### src/rtl/core/lprl_pkg.sv
// ----------------------------------------------------------------------------
// lprl_pkg
// Shared types and codes for the longest-prefix route lookup block.
// ----------------------------------------------------------------------------
package lprl_pkg;

  localparam int ADDR_BITS = 32;
  localparam int LEN_W     = 6;
  localparam int IFACE_W   = 4;
  localparam int TTL_W     = 8;
  localparam int STATUS_W  = 3;
  localparam int KIND_W    = 2;
  localparam int QUEUE_DEPTH = 2;

  // result status codes
  localparam logic [STATUS_W-1:0] ST_ADDED     = 3'd0;
  localparam logic [STATUS_W-1:0] ST_FORWARDED = 3'd1;
  localparam logic [STATUS_W-1:0] ST_EXPIRED   = 3'd2;
  localparam logic [STATUS_W-1:0] ST_NO_ROUTE  = 3'd3;
  localparam logic [STATUS_W-1:0] ST_FULL      = 3'd4;

  // command kinds produced by the front end
  localparam logic [KIND_W-1:0] CMD_ADD     = 2'd0;
  localparam logic [KIND_W-1:0] CMD_REJECT  = 2'd1;
  localparam logic [KIND_W-1:0] CMD_EXPIRED = 2'd2;
  localparam logic [KIND_W-1:0] CMD_LOOKUP  = 2'd3;

  // one stored route
  typedef struct packed {
    logic [ADDR_BITS-1:0] prefix;
    logic [LEN_W-1:0]     len;
    logic                 gw;
    logic [ADDR_BITS-1:0] hop;
    logic [IFACE_W-1:0]   iface;
  } route_t;

  // classified command passed from front to back
  typedef struct packed {
    logic [KIND_W-1:0]    kind;
    route_t               route;
    logic [ADDR_BITS-1:0] dst;
    logic [TTL_W-1:0]     ttl;   // already decremented
  } cmd_t;

  // network mask for a saturated prefix length
  function automatic logic [ADDR_BITS-1:0] len_mask(input logic [LEN_W-1:0] len);
    logic [ADDR_BITS-1:0] m;
    if (len == '0) begin
      m = '0;
    end else if (len >= LEN_W'(ADDR_BITS)) begin
      m = '1;
    end else begin
      m = {ADDR_BITS{1'b1}} << (LEN_W'(ADDR_BITS) - len);
    end
    return m;
  endfunction

endpackage

### src/rtl/core/lprl_if.sv
// ----------------------------------------------------------------------------
// lprl_if
// Valid/ready channel interfaces for requests and results.
// ----------------------------------------------------------------------------
interface lprl_in_if;
  logic        valid;
  logic        ready;
  logic        func;
  logic [31:0] rt_prefix;
  logic [5:0]  prefix_len;
  logic        has_next_hop;
  logic [31:0] next_hop_addr;
  logic [3:0]  route_iface;
  logic [31:0] dst_addr;
  logic [7:0]  ttl_in;

  modport source (
    output valid, func, rt_prefix, prefix_len, has_next_hop,
           next_hop_addr, route_iface, dst_addr, ttl_in,
    input  ready
  );
  modport sink (
    input  valid, func, rt_prefix, prefix_len, has_next_hop,
           next_hop_addr, route_iface, dst_addr, ttl_in,
    output ready
  );
endinterface

interface lprl_out_if;
  logic        valid;
  logic        ready;
  logic [2:0]  status;
  logic [3:0]  out_iface;
  logic [31:0] hop_addr;
  logic [7:0]  ttl_out;

  modport source (
    output valid, status, out_iface, hop_addr, ttl_out,
    input  ready
  );
  modport sink (
    input  valid, status, out_iface, hop_addr, ttl_out,
    output ready
  );
endinterface

### src/rtl/core/longest_prefix_route_lookup.sv
// Add, expired, refused and empty-table requests are answered from the result
// register; a lookup on a populated table reads one table entry per cycle from
// the route memory, compares the registered read data and then loads the result.
// A lookup holds off the next request until its table walk ends; other requests
// are taken every cycle while the result register is free.
// Reset (synchronous, active low) empties the table and all queues.
// ----------------------------------------------------------------------------
// longest_prefix_route_lookup
// IPv4 forwarding table with append-only routes and longest-prefix lookup.
// ----------------------------------------------------------------------------
module longest_prefix_route_lookup #(
  parameter int TABLE_DEPTH = 32,
  parameter int IFACE_COUNT = 16
) (
  input  logic        clk,
  input  logic        rst_n,
  lprl_in_if.sink     in_ch,
  lprl_out_if.source  out_ch
);

  localparam int CNT_W = $clog2(TABLE_DEPTH + 1);

  logic             f_valid, f_ready;
  lprl_pkg::cmd_t   f_cmd;
  logic             q_valid, q_ready;
  lprl_pkg::cmd_t   q_cmd;
  logic [CNT_W-1:0] entry_count;

  lprl_front #(
    .IFACE_COUNT (IFACE_COUNT)
  ) u_front (
    .clk       (clk),
    .rst_n     (rst_n),
    .in_ch     (in_ch),
    .cmd_valid (f_valid),
    .cmd_ready (f_ready),
    .cmd       (f_cmd)
  );

  lprl_queue u_queue (
    .clk        (clk),
    .rst_n      (rst_n),
    .push_valid (f_valid),
    .push_ready (f_ready),
    .push_data  (f_cmd),
    .pop_valid  (q_valid),
    .pop_ready  (q_ready),
    .pop_data   (q_cmd)
  );

  lprl_back #(
    .TABLE_DEPTH (TABLE_DEPTH)
  ) u_back (
    .clk         (clk),
    .rst_n       (rst_n),
    .cmd_valid   (q_valid),
    .cmd_ready   (q_ready),
    .cmd         (q_cmd),
    .out_ch      (out_ch),
    .entry_count (entry_count)
  );

  // table never grows past its depth
  a_count_bound: assert property (@(posedge clk) disable iff (!rst_n)
    entry_count <= CNT_W'(TABLE_DEPTH))
    else $error("route count exceeds table depth");

  // every table append is answered with a route-added result
  a_count_added: assert property (@(posedge clk) disable iff (!rst_n)
    (entry_count != $past(entry_count)) |->
      (out_ch.valid && out_ch.status == lprl_pkg::ST_ADDED))
    else $error("table grew without an added result");

  // forwarded datagrams always leave with a live ttl
  a_fwd_ttl: assert property (@(posedge clk) disable iff (!rst_n)
    (out_ch.valid && out_ch.status == lprl_pkg::ST_FORWARDED) |-> (out_ch.ttl_out != 8'd0))
    else $error("forwarded datagram with zero ttl");

  // non-forward results carry a zero payload
  a_zero_payload: assert property (@(posedge clk) disable iff (!rst_n)
    (out_ch.valid && out_ch.status != lprl_pkg::ST_FORWARDED) |->
      (out_ch.out_iface == 4'd0 && out_ch.hop_addr == 32'd0 && out_ch.ttl_out == 8'd0))
    else $error("non-forward result with nonzero payload");

endmodule

### src/rtl/core/lprl_front.sv
// ----------------------------------------------------------------------------
// lprl_front
// Accepts request transactions, classifies them and registers the command.
// ----------------------------------------------------------------------------
module lprl_front #(
  parameter int IFACE_COUNT = 16
) (
  input  logic              clk,
  input  logic              rst_n,
  lprl_in_if.sink           in_ch,
  output logic              cmd_valid,
  input  logic              cmd_ready,
  output lprl_pkg::cmd_t    cmd
);

  logic           vld_r, vld_nxt;
  lprl_pkg::cmd_t cmd_r, cmd_nxt;
  logic           take;

  assign in_ch.ready = !vld_r || cmd_ready;
  assign take        = in_ch.valid && in_ch.ready;
  assign cmd_valid   = vld_r;
  assign cmd         = cmd_r;

  // classify the incoming transaction
  always_comb begin
    cmd_nxt              = cmd_r;
    cmd_nxt.route.prefix = in_ch.rt_prefix;
    cmd_nxt.route.len    = (in_ch.prefix_len > lprl_pkg::LEN_W'(lprl_pkg::ADDR_BITS)) ?
                           lprl_pkg::LEN_W'(lprl_pkg::ADDR_BITS) : in_ch.prefix_len;
    cmd_nxt.route.gw     = in_ch.has_next_hop;
    cmd_nxt.route.hop    = in_ch.next_hop_addr;
    cmd_nxt.route.iface  = in_ch.route_iface;
    cmd_nxt.dst          = in_ch.dst_addr;
    cmd_nxt.ttl          = in_ch.ttl_in - 8'd1;
    priority if (!in_ch.func) begin
      cmd_nxt.kind = (32'(in_ch.route_iface) >= 32'(IFACE_COUNT)) ?
                     lprl_pkg::CMD_REJECT : lprl_pkg::CMD_ADD;
    end else if (in_ch.ttl_in <= 8'd1) begin
      cmd_nxt.kind = lprl_pkg::CMD_EXPIRED;
    end else begin
      cmd_nxt.kind = lprl_pkg::CMD_LOOKUP;
    end
  end

  // holding stage valid
  always_comb begin
    vld_nxt = vld_r;
    if (take) begin
      vld_nxt = 1'b1;
    end else if (cmd_ready) begin
      vld_nxt = 1'b0;
    end
  end

  always_ff @(posedge clk) begin
    if (!rst_n) begin
      vld_r <= 1'b0;
    end else begin
      vld_r <= vld_nxt;
    end
  end

  always_ff @(posedge clk) begin
    if (take) begin
      cmd_r <= cmd_nxt;
    end
  end

endmodule

### src/rtl/core/lprl_queue.sv
// ----------------------------------------------------------------------------
// lprl_queue
// Short command queue decoupling the front end from the table walker.
// ----------------------------------------------------------------------------
module lprl_queue (
  input  logic           clk,
  input  logic           rst_n,
  input  logic           push_valid,
  output logic           push_ready,
  input  lprl_pkg::cmd_t push_data,
  output logic           pop_valid,
  input  logic           pop_ready,
  output lprl_pkg::cmd_t pop_data
);

  localparam int PTR_W = $clog2(lprl_pkg::QUEUE_DEPTH);
  localparam int LVL_W = $clog2(lprl_pkg::QUEUE_DEPTH + 1);

  lprl_pkg::cmd_t   slot_r [lprl_pkg::QUEUE_DEPTH];
  logic [PTR_W-1:0] wr_ptr_r, wr_ptr_nxt;
  logic [PTR_W-1:0] rd_ptr_r, rd_ptr_nxt;
  logic [LVL_W-1:0] level_r, level_nxt;
  logic             do_push, do_pop;

  assign push_ready = (level_r != LVL_W'(lprl_pkg::QUEUE_DEPTH));
  assign pop_valid  = (level_r != '0);
  assign pop_data   = slot_r[rd_ptr_r];
  assign do_push    = push_valid && push_ready;
  assign do_pop     = pop_valid && pop_ready;

  // pointer and level update
  always_comb begin
    wr_ptr_nxt = wr_ptr_r;
    rd_ptr_nxt = rd_ptr_r;
    level_nxt  = level_r;
    if (do_push) begin
      wr_ptr_nxt = (wr_ptr_r == PTR_W'(lprl_pkg::QUEUE_DEPTH - 1)) ? '0 : wr_ptr_r + 1'b1;
    end
    if (do_pop) begin
      rd_ptr_nxt = (rd_ptr_r == PTR_W'(lprl_pkg::QUEUE_DEPTH - 1)) ? '0 : rd_ptr_r + 1'b1;
    end
    if (do_push && !do_pop) begin
      level_nxt = level_r + 1'b1;
    end else if (do_pop && !do_push) begin
      level_nxt = level_r - 1'b1;
    end
  end

  always_ff @(posedge clk) begin
    if (!rst_n) begin
      wr_ptr_r <= '0;
      rd_ptr_r <= '0;
      level_r  <= '0;
    end else begin
      wr_ptr_r <= wr_ptr_nxt;
      rd_ptr_r <= rd_ptr_nxt;
      level_r  <= level_nxt;
    end
  end

  always_ff @(posedge clk) begin
    if (do_push) begin
      slot_r[wr_ptr_r] <= push_data;
    end
  end

endmodule

### src/rtl/core/lprl_back.sv
// ----------------------------------------------------------------------------
// lprl_back
// Route table memory, sequential prefix walk and result register.
// ----------------------------------------------------------------------------
module lprl_back #(
  parameter int TABLE_DEPTH = 32
) (
  input  logic                                 clk,
  input  logic                                 rst_n,
  input  logic                                 cmd_valid,
  output logic                                 cmd_ready,
  input  lprl_pkg::cmd_t                       cmd,
  lprl_out_if.source                           out_ch,
  output logic [$clog2(TABLE_DEPTH + 1)-1:0]   entry_count
);

  localparam int CNT_W = $clog2(TABLE_DEPTH + 1);
  localparam int IDX_W = (TABLE_DEPTH > 1) ? $clog2(TABLE_DEPTH) : 1;

  localparam logic [1:0] S_IDLE  = 2'd0;
  localparam logic [1:0] S_SCAN  = 2'd1;
  localparam logic [1:0] S_DRAIN = 2'd2;
  localparam logic [1:0] S_DONE  = 2'd3;

  lprl_pkg::route_t mem [TABLE_DEPTH];

  logic [1:0]       state_r, state_nxt;
  logic [CNT_W-1:0] count_r, count_nxt;
  logic [IDX_W-1:0] scan_idx_r, scan_idx_nxt;
  lprl_pkg::route_t rd_data_r;
  logic             rd_vld_r;
  logic             found_r, found_nxt;
  logic [5:0]       best_len_r, best_len_nxt;
  logic             best_gw_r, best_gw_nxt;
  logic [31:0]      best_hop_r, best_hop_nxt;
  logic [3:0]       best_iface_r, best_iface_nxt;
  logic [31:0]      dst_r;
  logic [7:0]       ttl_r;
  logic             start_scan;

  logic             out_vld_r, out_vld_nxt;
  logic [2:0]       out_status_r, out_status_nxt;
  logic [3:0]       out_iface_r, out_iface_nxt;
  logic [31:0]      out_hop_r, out_hop_nxt;
  logic [7:0]       out_ttl_r, out_ttl_nxt;
  logic             out_load;

  logic             slot_free, direct, do_pop, hit, take_best, scan_last;
  logic             wr_en;

  assign entry_count = count_r;
  assign slot_free   = !out_vld_r || out_ch.ready;
  assign direct      = (cmd.kind != lprl_pkg::CMD_LOOKUP) || (count_r == '0);
  assign cmd_ready   = (state_r == S_IDLE) && (!direct || slot_free);
  assign do_pop      = cmd_valid && cmd_ready;
  assign scan_last   = (CNT_W'(scan_idx_r) == count_r - CNT_W'(1));

  assign out_ch.valid     = out_vld_r;
  assign out_ch.status    = out_status_r;
  assign out_ch.out_iface = out_iface_r;
  assign out_ch.hop_addr  = out_hop_r;
  assign out_ch.ttl_out   = out_ttl_r;

  // compare the entry read last cycle against the destination
  assign hit = ((rd_data_r.prefix ^ dst_r) & lprl_pkg::len_mask(rd_data_r.len)) == '0;
  assign take_best = rd_vld_r && hit && (!found_r || (rd_data_r.len > best_len_r));

  always_comb begin
    found_nxt      = found_r;
    best_len_nxt   = best_len_r;
    best_gw_nxt    = best_gw_r;
    best_hop_nxt   = best_hop_r;
    best_iface_nxt = best_iface_r;
    if (start_scan) begin
      found_nxt = 1'b0;
    end else if (take_best) begin
      found_nxt      = 1'b1;
      best_len_nxt   = rd_data_r.len;
      best_gw_nxt    = rd_data_r.gw;
      best_hop_nxt   = rd_data_r.hop;
      best_iface_nxt = rd_data_r.iface;
    end
  end

  // sequencer: direct answers, table writes and the scan
  always_comb begin
    state_nxt      = state_r;
    count_nxt      = count_r;
    scan_idx_nxt   = scan_idx_r;
    start_scan     = 1'b0;
    wr_en          = 1'b0;
    out_load       = 1'b0;
    out_status_nxt = out_status_r;
    out_iface_nxt  = '0;
    out_hop_nxt    = '0;
    out_ttl_nxt    = '0;
    unique case (state_r)
      S_IDLE: begin
        if (do_pop) begin
          unique case (cmd.kind)
            lprl_pkg::CMD_ADD: begin
              out_load = 1'b1;
              if (count_r == CNT_W'(TABLE_DEPTH)) begin
                out_status_nxt = lprl_pkg::ST_FULL;
              end else begin
                wr_en          = 1'b1;
                count_nxt      = count_r + 1'b1;
                out_status_nxt = lprl_pkg::ST_ADDED;
              end
            end
            lprl_pkg::CMD_REJECT: begin
              out_load       = 1'b1;
              out_status_nxt = lprl_pkg::ST_FULL;
            end
            lprl_pkg::CMD_EXPIRED: begin
              out_load       = 1'b1;
              out_status_nxt = lprl_pkg::ST_EXPIRED;
            end
            lprl_pkg::CMD_LOOKUP: begin
              if (count_r == '0) begin
                out_load       = 1'b1;
                out_status_nxt = lprl_pkg::ST_NO_ROUTE;
              end else begin
                start_scan   = 1'b1;
                scan_idx_nxt = '0;
                state_nxt    = S_SCAN;
              end
            end
            default: begin
            end
          endcase
        end
      end
      S_SCAN: begin
        if (scan_last) begin
          state_nxt = S_DRAIN;
        end else begin
          scan_idx_nxt = scan_idx_r + 1'b1;
        end
      end
      S_DRAIN: begin
        state_nxt = S_DONE;
      end
      S_DONE: begin
        if (slot_free) begin
          out_load  = 1'b1;
          state_nxt = S_IDLE;
          if (found_r) begin
            out_status_nxt = lprl_pkg::ST_FORWARDED;
            out_iface_nxt  = best_iface_r;
            out_hop_nxt    = best_gw_r ? best_hop_r : dst_r;
            out_ttl_nxt    = ttl_r;
          end else begin
            out_status_nxt = lprl_pkg::ST_NO_ROUTE;
          end
        end
      end
      default: begin
        state_nxt = S_IDLE;
      end
    endcase
  end

  // result register valid
  always_comb begin
    out_vld_nxt = out_vld_r;
    if (out_load) begin
      out_vld_nxt = 1'b1;
    end else if (out_ch.ready) begin
      out_vld_nxt = 1'b0;
    end
  end

  always_ff @(posedge clk) begin
    if (!rst_n) begin
      state_r   <= S_IDLE;
      count_r   <= '0;
      rd_vld_r  <= 1'b0;
      found_r   <= 1'b0;
      out_vld_r <= 1'b0;
    end else begin
      state_r   <= state_nxt;
      count_r   <= count_nxt;
      rd_vld_r  <= (state_r == S_SCAN);
      found_r   <= found_nxt;
      out_vld_r <= out_vld_nxt;
    end
  end

  // datapath registers
  always_ff @(posedge clk) begin
    scan_idx_r   <= scan_idx_nxt;
    best_len_r   <= best_len_nxt;
    best_gw_r    <= best_gw_nxt;
    best_hop_r   <= best_hop_nxt;
    best_iface_r <= best_iface_nxt;
    if (start_scan) begin
      dst_r <= cmd.dst;
      ttl_r <= cmd.ttl;
    end
    if (out_load) begin
      out_status_r <= out_status_nxt;
      out_iface_r  <= out_iface_nxt;
      out_hop_r    <= out_hop_nxt;
      out_ttl_r    <= out_ttl_nxt;
    end
  end

  // route table: one write port, one registered read port
  always_ff @(posedge clk) begin
    if (wr_en) begin
      mem[count_r[IDX_W-1:0]] <= cmd.route;
    end
    rd_data_r <= mem[scan_idx_r];
  end

endmodule

### src/flat_wrapper.sv
// flat-port wrapper written by rule: the top's interface ports become plain ports
module longest_prefix_route_lookup_flat 
#(
  parameter int TABLE_DEPTH = 32,
  parameter int IFACE_COUNT = 16
)
  (clk, rst_n, in_ch_valid, in_ch_func, in_ch_rt_prefix, in_ch_prefix_len, in_ch_has_next_hop, in_ch_next_hop_addr, in_ch_route_iface, in_ch_dst_addr, in_ch_ttl_in, in_ch_ready, out_ch_valid, out_ch_status, out_ch_out_iface, out_ch_hop_addr, out_ch_ttl_out, out_ch_ready);
  lprl_in_if in_ch_i ();
  lprl_out_if out_ch_i ();
  input  logic clk;
  input  logic rst_n;
  input wire logic [$bits(in_ch_i.valid)-1:0] in_ch_valid;
  input wire logic [$bits(in_ch_i.func)-1:0] in_ch_func;
  input wire logic [$bits(in_ch_i.rt_prefix)-1:0] in_ch_rt_prefix;
  input wire logic [$bits(in_ch_i.prefix_len)-1:0] in_ch_prefix_len;
  input wire logic [$bits(in_ch_i.has_next_hop)-1:0] in_ch_has_next_hop;
  input wire logic [$bits(in_ch_i.next_hop_addr)-1:0] in_ch_next_hop_addr;
  input wire logic [$bits(in_ch_i.route_iface)-1:0] in_ch_route_iface;
  input wire logic [$bits(in_ch_i.dst_addr)-1:0] in_ch_dst_addr;
  input wire logic [$bits(in_ch_i.ttl_in)-1:0] in_ch_ttl_in;
  output wire logic [$bits(in_ch_i.ready)-1:0] in_ch_ready;
  output wire logic [$bits(out_ch_i.valid)-1:0] out_ch_valid;
  output wire logic [$bits(out_ch_i.status)-1:0] out_ch_status;
  output wire logic [$bits(out_ch_i.out_iface)-1:0] out_ch_out_iface;
  output wire logic [$bits(out_ch_i.hop_addr)-1:0] out_ch_hop_addr;
  output wire logic [$bits(out_ch_i.ttl_out)-1:0] out_ch_ttl_out;
  input wire logic [$bits(out_ch_i.ready)-1:0] out_ch_ready;
  assign in_ch_i.valid = in_ch_valid;
  assign in_ch_i.func = in_ch_func;
  assign in_ch_i.rt_prefix = in_ch_rt_prefix;
  assign in_ch_i.prefix_len = in_ch_prefix_len;
  assign in_ch_i.has_next_hop = in_ch_has_next_hop;
  assign in_ch_i.next_hop_addr = in_ch_next_hop_addr;
  assign in_ch_i.route_iface = in_ch_route_iface;
  assign in_ch_i.dst_addr = in_ch_dst_addr;
  assign in_ch_i.ttl_in = in_ch_ttl_in;
  assign in_ch_ready = in_ch_i.ready;
  assign out_ch_valid = out_ch_i.valid;
  assign out_ch_status = out_ch_i.status;
  assign out_ch_out_iface = out_ch_i.out_iface;
  assign out_ch_hop_addr = out_ch_i.hop_addr;
  assign out_ch_ttl_out = out_ch_i.ttl_out;
  assign out_ch_i.ready = out_ch_ready;
  longest_prefix_route_lookup #(.TABLE_DEPTH(TABLE_DEPTH), .IFACE_COUNT(IFACE_COUNT)) u_core (.clk(clk), .rst_n(rst_n), .in_ch(in_ch_i), .out_ch(out_ch_i));
endmodule
### config.mk
export PLATFORM = sky130hd
export DESIGN_NAME = longest_prefix_route_lookup_flat
export DESIGN_NICKNAME = d
export VERILOG_FILES = /design/src/rtl/core/lprl_pkg.sv /design/src/rtl/core/lprl_if.sv /design/src/rtl/core/longest_prefix_route_lookup.sv /design/src/rtl/core/lprl_front.sv /design/src/rtl/core/lprl_queue.sv /design/src/rtl/core/lprl_back.sv /design/src/flat_wrapper.sv
export SDC_FILE = /design/constraint.sdc
export NUM_CORES = 2
export LEC_CHECK = 0
export ABC_AREA = 1
export BUFFER_PORTS_ARGS = -buffer_cell sky130_fd_sc_hd__buf_4
export CELL_PAD_IN_SITES_DETAIL_PLACEMENT = 0
export CELL_PAD_IN_SITES_GLOBAL_PLACEMENT = 1
export CORE_MARGIN = 2
export CORE_UTILIZATION = 48
export CTS_CLUSTER_SIZE = 16
export DETAILED_ROUTE_END_ITERATION = 10
export PLACE_DENSITY_LB_ADDON = 0.08
export SLEW_MARGIN = 20
export SYNTH_ARGS = -nofsm -noshare
export SYNTH_HDL_FRONTEND = slang
export SYNTH_HIERARCHICAL = 1
export SYNTH_SLANG_ARGS = --single-unit
export TNS_END_PERCENT = 50
### constraint.sdc
create_clock -name clk -period 7.41 [get_ports clk]
set_input_delay 1.482 -clock clk [delete_from_list [all_inputs] [get_ports clk]]
set_output_delay 1.482 -clock clk [all_outputs]
set_load 0.01 [all_outputs]
## Word-level counts from Yosys, hierarchy flattened

Memories as Yosys holds them, arrays and structs flattened. A register that Yosys moved wholly into a read port is not among the register bits.
Cells that the tools add are included.

| storage, ports and cells | value |
|---|---|
| bits in registers | 268 |
| bits in latches | 0 |
| memory bits (writable) | 2634 |
| memory bits (read-only) | 0 |
| logic and storage cells | 153 |
| memories | 2 |

| operators by class | value |
|---|---|
| $add $sub $neg | 9 |
| $mul | 0 |
| divide/modulo/power cells | 0 |
| magnitude comparators | 4 |
| equal/unequal tests | 17 |
| shift-type cells | 1 |
| multiplexer cells | 49 |
| bitwise operators | 5 |
| reduce and logical (&&, ||, !) cells | 38 |

Memory list:

| memory | depth | width | rd ports | clocked after memory_dff | wr ports | RTL line | RTL |
|---|---|---|---|---|---|---|---|
| u_core.u_back.mem | 32 | 75 | 1 | 1 | 1 | lprl_back.sv:25 | `lprl_pkg::route_t mem [TABLE_DEPTH];` |
| u_core.u_queue.slot_r | 2 | 117 | 1 | 1 | 1 | lprl_queue.sv:19 | `lprl_pkg::cmd_t slot_r [lprl_pkg::QUEUE_DEPTH];` |

Operator list:

| kind | count |
|---|---|
| two-way mux 32 bit | 3 |
| bitwise AND 32 bit | 1 |
| logical NOT 32 bit | 1 |
| << shifter 32 x 6 -> 32 bit (first input constant) | 1 |
| XOR 32 bit | 1 |
| two-way mux 1 bit | 24 |
| two-way mux 5 bit | 4 |
| two-way mux 2 bit | 8 |
| AND reduction 5 bit | 3 |
| logical NOT 6 bit | 2 |
| two-way mux 3 bit | 4 |
| != test 2 bit (second input constant) | 6 |
| one-hot mux 3 bit (4 select lines) | 1 |
| nonzero test 2 bit | 6 |
| one-hot mux 5 bit (2 select lines) | 1 |
| equality test 2 bit (second input constant) | 4 |
| <= comparator 8 x 1 -> 1 bit (second input constant) | 1 |
| logical AND 1 bit | 8 |
| one-hot mux 2 bit (4 select lines) | 1 |
| subtractor 8 x 1 -> 8 bit (second input constant) | 1 |
| adder 6 x 1 -> 6 bit (second input constant) | 1 |
| equality test 5 x 6 -> 1 bit | 1 |
| equality test 6 bit (second input constant) | 1 |
| >= comparator 6 bit (second input constant) | 1 |
| other kinds (22) | 38 |

## Longest topological paths before layout

| depth | value |
|---|---|
| depth in word-level cells | 10 |
| depth in mapped cells | 18 |
| depth with buffers taken out | 18 |

## Cells and area by module

The synthesis kept the hierarchy.

Modules (own cells, without submodules):

| module | times used | cells each | area each (um^2) | sequential area each (um^2) |
|---|---|---|---|---|
| lprl_back | 1 | 7368 | 100979.3 | 77844.7 |
| lprl_queue | 1 | 401 | 8793.4 | 7126.8 |
| lprl_front | 1 | 168 | 3804.9 | 3533.4 |

## Worst setup path before layout

No wires, ideal clock.

| timing | value |
|---|---|
| path type | input -> register |
| start | input port out_ch_ready |
| end | memory u_core/u_back/mem[27][0] (netlist bit), enable pin |
| library setup time | 601 ps |
| arrival | 7202 ps |
| required time | 6809 ps |
| setup slack | -392 ps |
| stages on the path | 7 |
| path through | nor2_1 -> a21oi_2 -> and2_4 -> nand2_4 -> nor2_4 -> nand2_1 -> nor3_1 |

| between the ends | value |
|---|---|
| longest elaborated chain between the ends | 8 |

RTL lines:

| item | RTL line | RTL |
|---|---|---|
| start, declared | flat_wrapper.sv:27 | `input wire logic [$bits(out_ch_i.ready)-1:0] out_ch_ready;` |
| logical OR 1 bit | lprl_back.sv:52 | `assign slot_free = !out_vld_r \|\| out_ch.ready;` |
| logical OR 1 bit | lprl_back.sv:54 | `assign cmd_ready = (state_r == S_IDLE) && (!direct \|\| slot_free);` |
| logical AND 1 bit | lprl_back.sv:54 |  |
| net u_core.q_ready | longest_prefix_route_lookup.sv:25 | `logic q_valid, q_ready;` |
| logical AND 1 bit | lprl_back.sv:55 | `assign do_pop = cmd_valid && cmd_ready;` |
| two-way mux 1 bit | lprl_back.sv:99 | `if (do_pop) begin` |
| two-way mux 1 bit | lprl_back.sv:97 | `unique case (state_r)` |
| two-way mux 1 bit | lprl_back.sv:211 | `if (wr_en) begin` |
| two-way mux 1 bit (implied by the code) | lprl_back.sv:212 | `mem[count_r[IDX_W-1:0]] <= cmd.route;` |
| end, declared | lprl_back.sv:25 |  |

The timed path passes the listed nets, and every way through them passes these cells.

## Final worst setup path

| timing | value |
|---|---|
| start | register u_core.u_back.count_r[0] (netlist: u_core/u_back/entry_count[0]) |
| end | memory u_core/u_back/mem[6][1] (netlist bit), enable pin |

| between the ends | value |
|---|---|
| longest elaborated chain between the ends | 10 |
| elaborated cells between the ends (all ways) | 13 |
| those cells by class | 1 x eq/ne; 6 x mux; 6 x reduce/logical |

RTL lines:

| item | RTL line | RTL |
|---|---|---|
| start, declared | lprl_back.sv:28 | `logic [CNT_W-1:0] count_r, count_nxt;` |
| start signal, assigned | lprl_back.sv:183 | `count_r <= count_nxt;` |
| logical NOT 6 bit | lprl_back.sv:53 | `assign direct = (cmd.kind != lprl_pkg::CMD_LOOKUP) \|\| (count_r == '0);` |
| logical OR 1 bit | lprl_back.sv:53 |  |
| logical NOT 1 bit | lprl_back.sv:54 |  |
| logical OR 1 bit | lprl_back.sv:54 |  |
| logical AND 1 bit | lprl_back.sv:54 |  |
| logical AND 1 bit | lprl_back.sv:55 |  |
| two-way mux 1 bit | lprl_back.sv:99 |  |
| two-way mux 1 bit | lprl_back.sv:97 |  |
| two-way mux 1 bit | lprl_back.sv:211 |  |
| two-way mux 1 bit (implied by the code) | lprl_back.sv:212 |  |

Several ways; a longest one is shown, not always the timed one.

==> impl_metrics.csv <==
group,metric,value,unit
timing,worst_setup_slack_after_layout,2885,ps
global_route,groute.usage.overall,26.79,%
synthesis,syn-cell-area,113600,um^2
timing,clock_skew,48.63,ps
pwr,post_route_total_power,0.04777,W
timing,post-route-min-period,4525,ps
synthesis,synth_largest_area_cell,"sky130_fd_sc_hd__edfxtp_1",
clock_tree,cts_made_buffers,325,
clock_tree,post_cts.resized_instances,0,
run,count_of_maximum_capacitance_violations,0,
worst_setup_path,crit_path_from,"u_core/u_back/entry_count[0]$_SDFFE_PN0P_",
route,first_pass_iters,5,
route,route.detailed.vias_per_inst,5.954,
timing,maximum_clock_rate,221.0,MHz
clock_tree,cts.repair_timing.setup_buffer_count,0,
route,antenna_left,0,
worst_setup_path,worstSetupStartpointType,"flip-flop",
timing,fin_crit_sh,61.06,%
placement,place.detailed.hpwl,174200,um
synthesis,netlist_top_cells_area,"sky130_fd_sc_hd__edfxtp_1 (76%), sky130_fd_sc_hd__o21ai_0 (5.4%), sky130_fd_sc_hd__nor2_1 (4.5%)",
worst_setup_path,worst-endpoint-arrival,5050,ps
synthesis,synth_seq_area_share,77.92,%
route,drt_wl_total,328200,um
die,die_height,490.4,um
pwr,ir_drop,0.0004722,V
synthesis,syn-instance-count,7937,
pwr,combinational_group_share_of_total_power,23.9,%
die,placeableCoreArea,235200,um^2
placement,port_buffers,168,
pwr,power.clock.fraction,32.1,%
die,initial_core_util,48.29,%
placement,area_after_dpl,118200,um^2
synthesis,synth_ff_type,"sky130_fd_sc_hd__edfxtp_1",
final_layout,fillerInstances,19260,
timing,hold_violations,0,
die,floorplan.die.width,490.4,um
synthesis,synth_cell_type_count,47,
worst_setup_path,timing.reg2reg.setup_slack,2890,ps
synthesis,synth_edf_count,2886,
global_route,globalRouteOverflowTotal,0,
clock_tree,worst_setup_hold_path_clk_slew,60,ps
die,ios,169,
global_route,number_of_global_route_vias_before_repair,65910,
pwr,pwr_density_cell,372.5,nW/um^2
final_layout,stdcell_count,11440,
worst_setup_path,crit_path_required_time,7940,ps
route,drt_drc_violations_left,0,
global_route,number_of_antenna_violations_at_the_first_check_in_global_routing,7,
placement,dp_cells,10870,
pwr,p_sw_share,32.40,%
global_route,global_route_wire_length_before_repair,471000,um
worst_setup_path,cp_max_fo,29,
pwr,static-leakage-power,41.22,nW
worst_setup_path,timing.critical_path.to_type,"flip-flop",
clock_tree,clockBufferDepth,4,
synthesis,total_nets_after_synthesis,8080,
hold_path,holdCritStartpoint,"u_core/u_back/rd_data_r[3]$_DFF_P_",
route,via_count_of_the_routed_design,68130,
worst_setup_path,critical_path_class,"reg -> reg",
global_route,grt_start_max_net_pins,193,
clock_tree,cts_tree,"built",
timing,setup_violations,0,
final_layout,nets_finish,8187,
clock_tree,h-tree-depth,5,
clock_tree,clockRootBuffer,"sky130_fd_sc_hd__clkbuf_16",
die,design.die.area,240500,um^2
synthesis,post-synth-top-area-fraction,76.30,%
final_layout,layout-drive-gt1-share,11.38,%
hold_path,holdCritPathClass,"reg -> reg",
run_status,run_status,"finished, final reports clean",
pwr,power.sequential.fraction,44.1,%
timing,totalNegativeSetupSlack,0,ps
synthesis,post_synth.cell_area_avg,14.31,um^2
clock_tree,clock-sinks,2978,
synthesis,synthArstFlopShare,0,%
final_layout,stdcell_area,128200,um^2
route,route.detailed.wl_per_inst,28.69,um
synthesis,synth_seq_cells,2978,
timing,grt_setup_unrepaired,"no",
clock_tree,postCtsHoldBufs,0,
timing,slew_violations,0,
worst_setup_path,worst_r2r_startpoint,"u_core/u_back/entry_count[0]$_SDFFE_PN0P_",
timing,max-slew-margin-rel,20.80,%
placement,gp_routability_congestion,0.8066,
route,drt-initial-drc-count,6527,
final_layout,areaGrowthSynthToFinish,12.91,%
timing,tightest_slew,1185,ps
clock_tree,clk_latency,950,ps
pwr,power.net_switching,0.01548,W
die,row_count,178,
placement,pre_cts_slack,2427,ps
pwr,power_report.internal_total,0.03230,W
synthesis,yosysWarningCount,6,
-- worst max-delay path: stages, from the launching register on --
cell	delay (ps)
sky130_fd_sc_hd__dfxtp_1	400
sky130_fd_sc_hd__inv_1	170
sky130_fd_sc_hd__ha_1	310
sky130_fd_sc_hd__nand2_4	100
sky130_fd_sc_hd__nor2_2	60
sky130_fd_sc_hd__inv_1	110
sky130_fd_sc_hd__nor2_1	70
sky130_fd_sc_hd__nor3_1	290
sky130_fd_sc_hd__nand2_4	210
sky130_fd_sc_hd__inv_1	150
sky130_fd_sc_hd__nand2_1	460
sky130_fd_sc_hd__nor2_4	1030
sky130_fd_sc_hd__buf_4	650
-- registers in the layout, summed over array words and instances, names as in the netlist, 2 cells and up, named ones only --
register                        cells
u_core/u_back/dst_r                32
u_core/u_back/scan_idx_r            5
u_core/u_back/best_len_r            6
u_core/u_back/best_hop_r           32
u_core/u_back/out_ch.hop_addr      32
u_core/u_back/best_iface_r          4
u_core/u_queue/level_r              2
u_core/u_back/mem                2400
u_core/u_front/cmd                117
u_core/u_back/out_ch.status         3
u_core/u_back/out_ch.out_iface      4
u_core/u_back/rd_data_r            75
u_core/u_queue/slot_r             234
u_core/u_back/out_ch.ttl_out        8
u_core/u_back/entry_count           6
u_core/u_back/ttl_r                 8
u_core/u_back/state_r               2
-- routing by layer --
metal	global-route usage [%]	routed length (um)	vias up
met5	0	0	-
met4	8.051	9893	0
met3	3.295	17910	500
met2	44.63	161100	2240
met1	37.06	139300	35230
li1	-	-	30150
-- Yosys cell counts (21+ instances only) --
cell	n
sky130_fd_sc_hd__edfxtp_1	2886
sky130_fd_sc_hd__o221ai_1	214
sky130_fd_sc_hd__dfxtp_1	92
sky130_fd_sc_hd__nor3_1	26
sky130_fd_sc_hd__clkbuf_1	345
sky130_fd_sc_hd__mux2_4	30
sky130_fd_sc_hd__nand2_1	444
sky130_fd_sc_hd__o21ai_1	43
sky130_fd_sc_hd__buf_2	138
sky130_fd_sc_hd__nand3_1	145
sky130_fd_sc_hd__mux2_2	87
sky130_fd_sc_hd__a31oi_1	84
sky130_fd_sc_hd__a21oi_1	105
sky130_fd_sc_hd__a41oi_1	21
sky130_fd_sc_hd__buf_4	25
sky130_fd_sc_hd__nor2_1	1363
sky130_fd_sc_hd__xor2_1	36
sky130_fd_sc_hd__o21ai_0	1221
sky130_fd_sc_hd__inv_1	87
sky130_fd_sc_hd__o22ai_1	375
sky130_fd_sc_hd__ha_1	23
sky130_fd_sc_hd__o211ai_1	34
-- cells by family (layout without fill, tap and decap cells) --
family	count (synthesis)	after routing	synth area share, %
multiplexers	117	117	1.259
other	0	8	0
AND/OR/NAND/NOR	2023	2023	7.025
AO/OA/AOI/OAI	2123	2123	10.79
buffers and inverters	632	979	2.433
adder cells (fa/ha/maj)	23	23	0.2534
XOR/XNOR	41	41	0.3162
flip-flops	2978	2978	77.92
-- power groups by stage --
| stage | registers, W | clock network [W] | logic (W) |
|---|---|---|---|
| floorplan | 0.0210 | 0 | 0.00712 |
| global placement | 0.0214 | 0 | 0.0114 |
| detailed placement | 0.0214 | 0 | 0.0115 |
| CTS | 0.0211 | 0.0156 | 0.0115 |
| global route | 0.0211 | 0.0162 | 0.0124 |
| finish | 0.0210 | 0.0153 | 0.0114 |
-- cell usage in the layout, fill, tap and decap left out, drive strengths merged, types with 8 or more instances in the layout --
cell type and count:
edfxtp 2886, nor2 1371, o21ai 1264, nand2 452, clkbuf 423, o22ai 375
buf 313, o221ai 214, nand3 150, mux2 117, clkinv 111, a21oi 106
inv 104, dfxtp 92, a31oi 84, xor2 36, o211ai 34, nor3 27
ha 23, a41oi 21, bufinv 19, nand4 15, clkinvlp 9, diode 8
-- path summary, 6_finish.rpt --
path / to / cells after the start
worst max register to register: u_core/u_back/mem[6][1]$_DFFE_PP_ / 12
worst min-delay path: u_core/u_back/best_iface_r[3]$_DFFE_PP_ / 0
worst max-delay path: u_core/u_back/mem[6][1]$_DFFE_PP_ / 12
worst min register to register: u_core/u_back/best_iface_r[3]$_DFFE_PP_ / 0
-- metrics by stage --
step	util [%]	hold WS, ps
after floorplan	-	385.5
after global placement	50.28	396.3
after detailed placement	50.28	399.4
after CTS	54.51	426.0
after global routing	54.52	422.7
final	54.53	428.7
-- final cells by class --
type	count	area, um^2	share of cell area (%)
diodes	8	20.02	0.01561
clock buffers	423	8757	6.829
clock inverters	144	1194	0.9308
inverters	99	420.4	0.3278
multi-input cells	4327	22600	17.62
flip-flops and latches	2978	88510	69.02
well taps	3150	3941	3.073
repair buffers	313	2808	2.189
(Power assumes the default switching activity.)
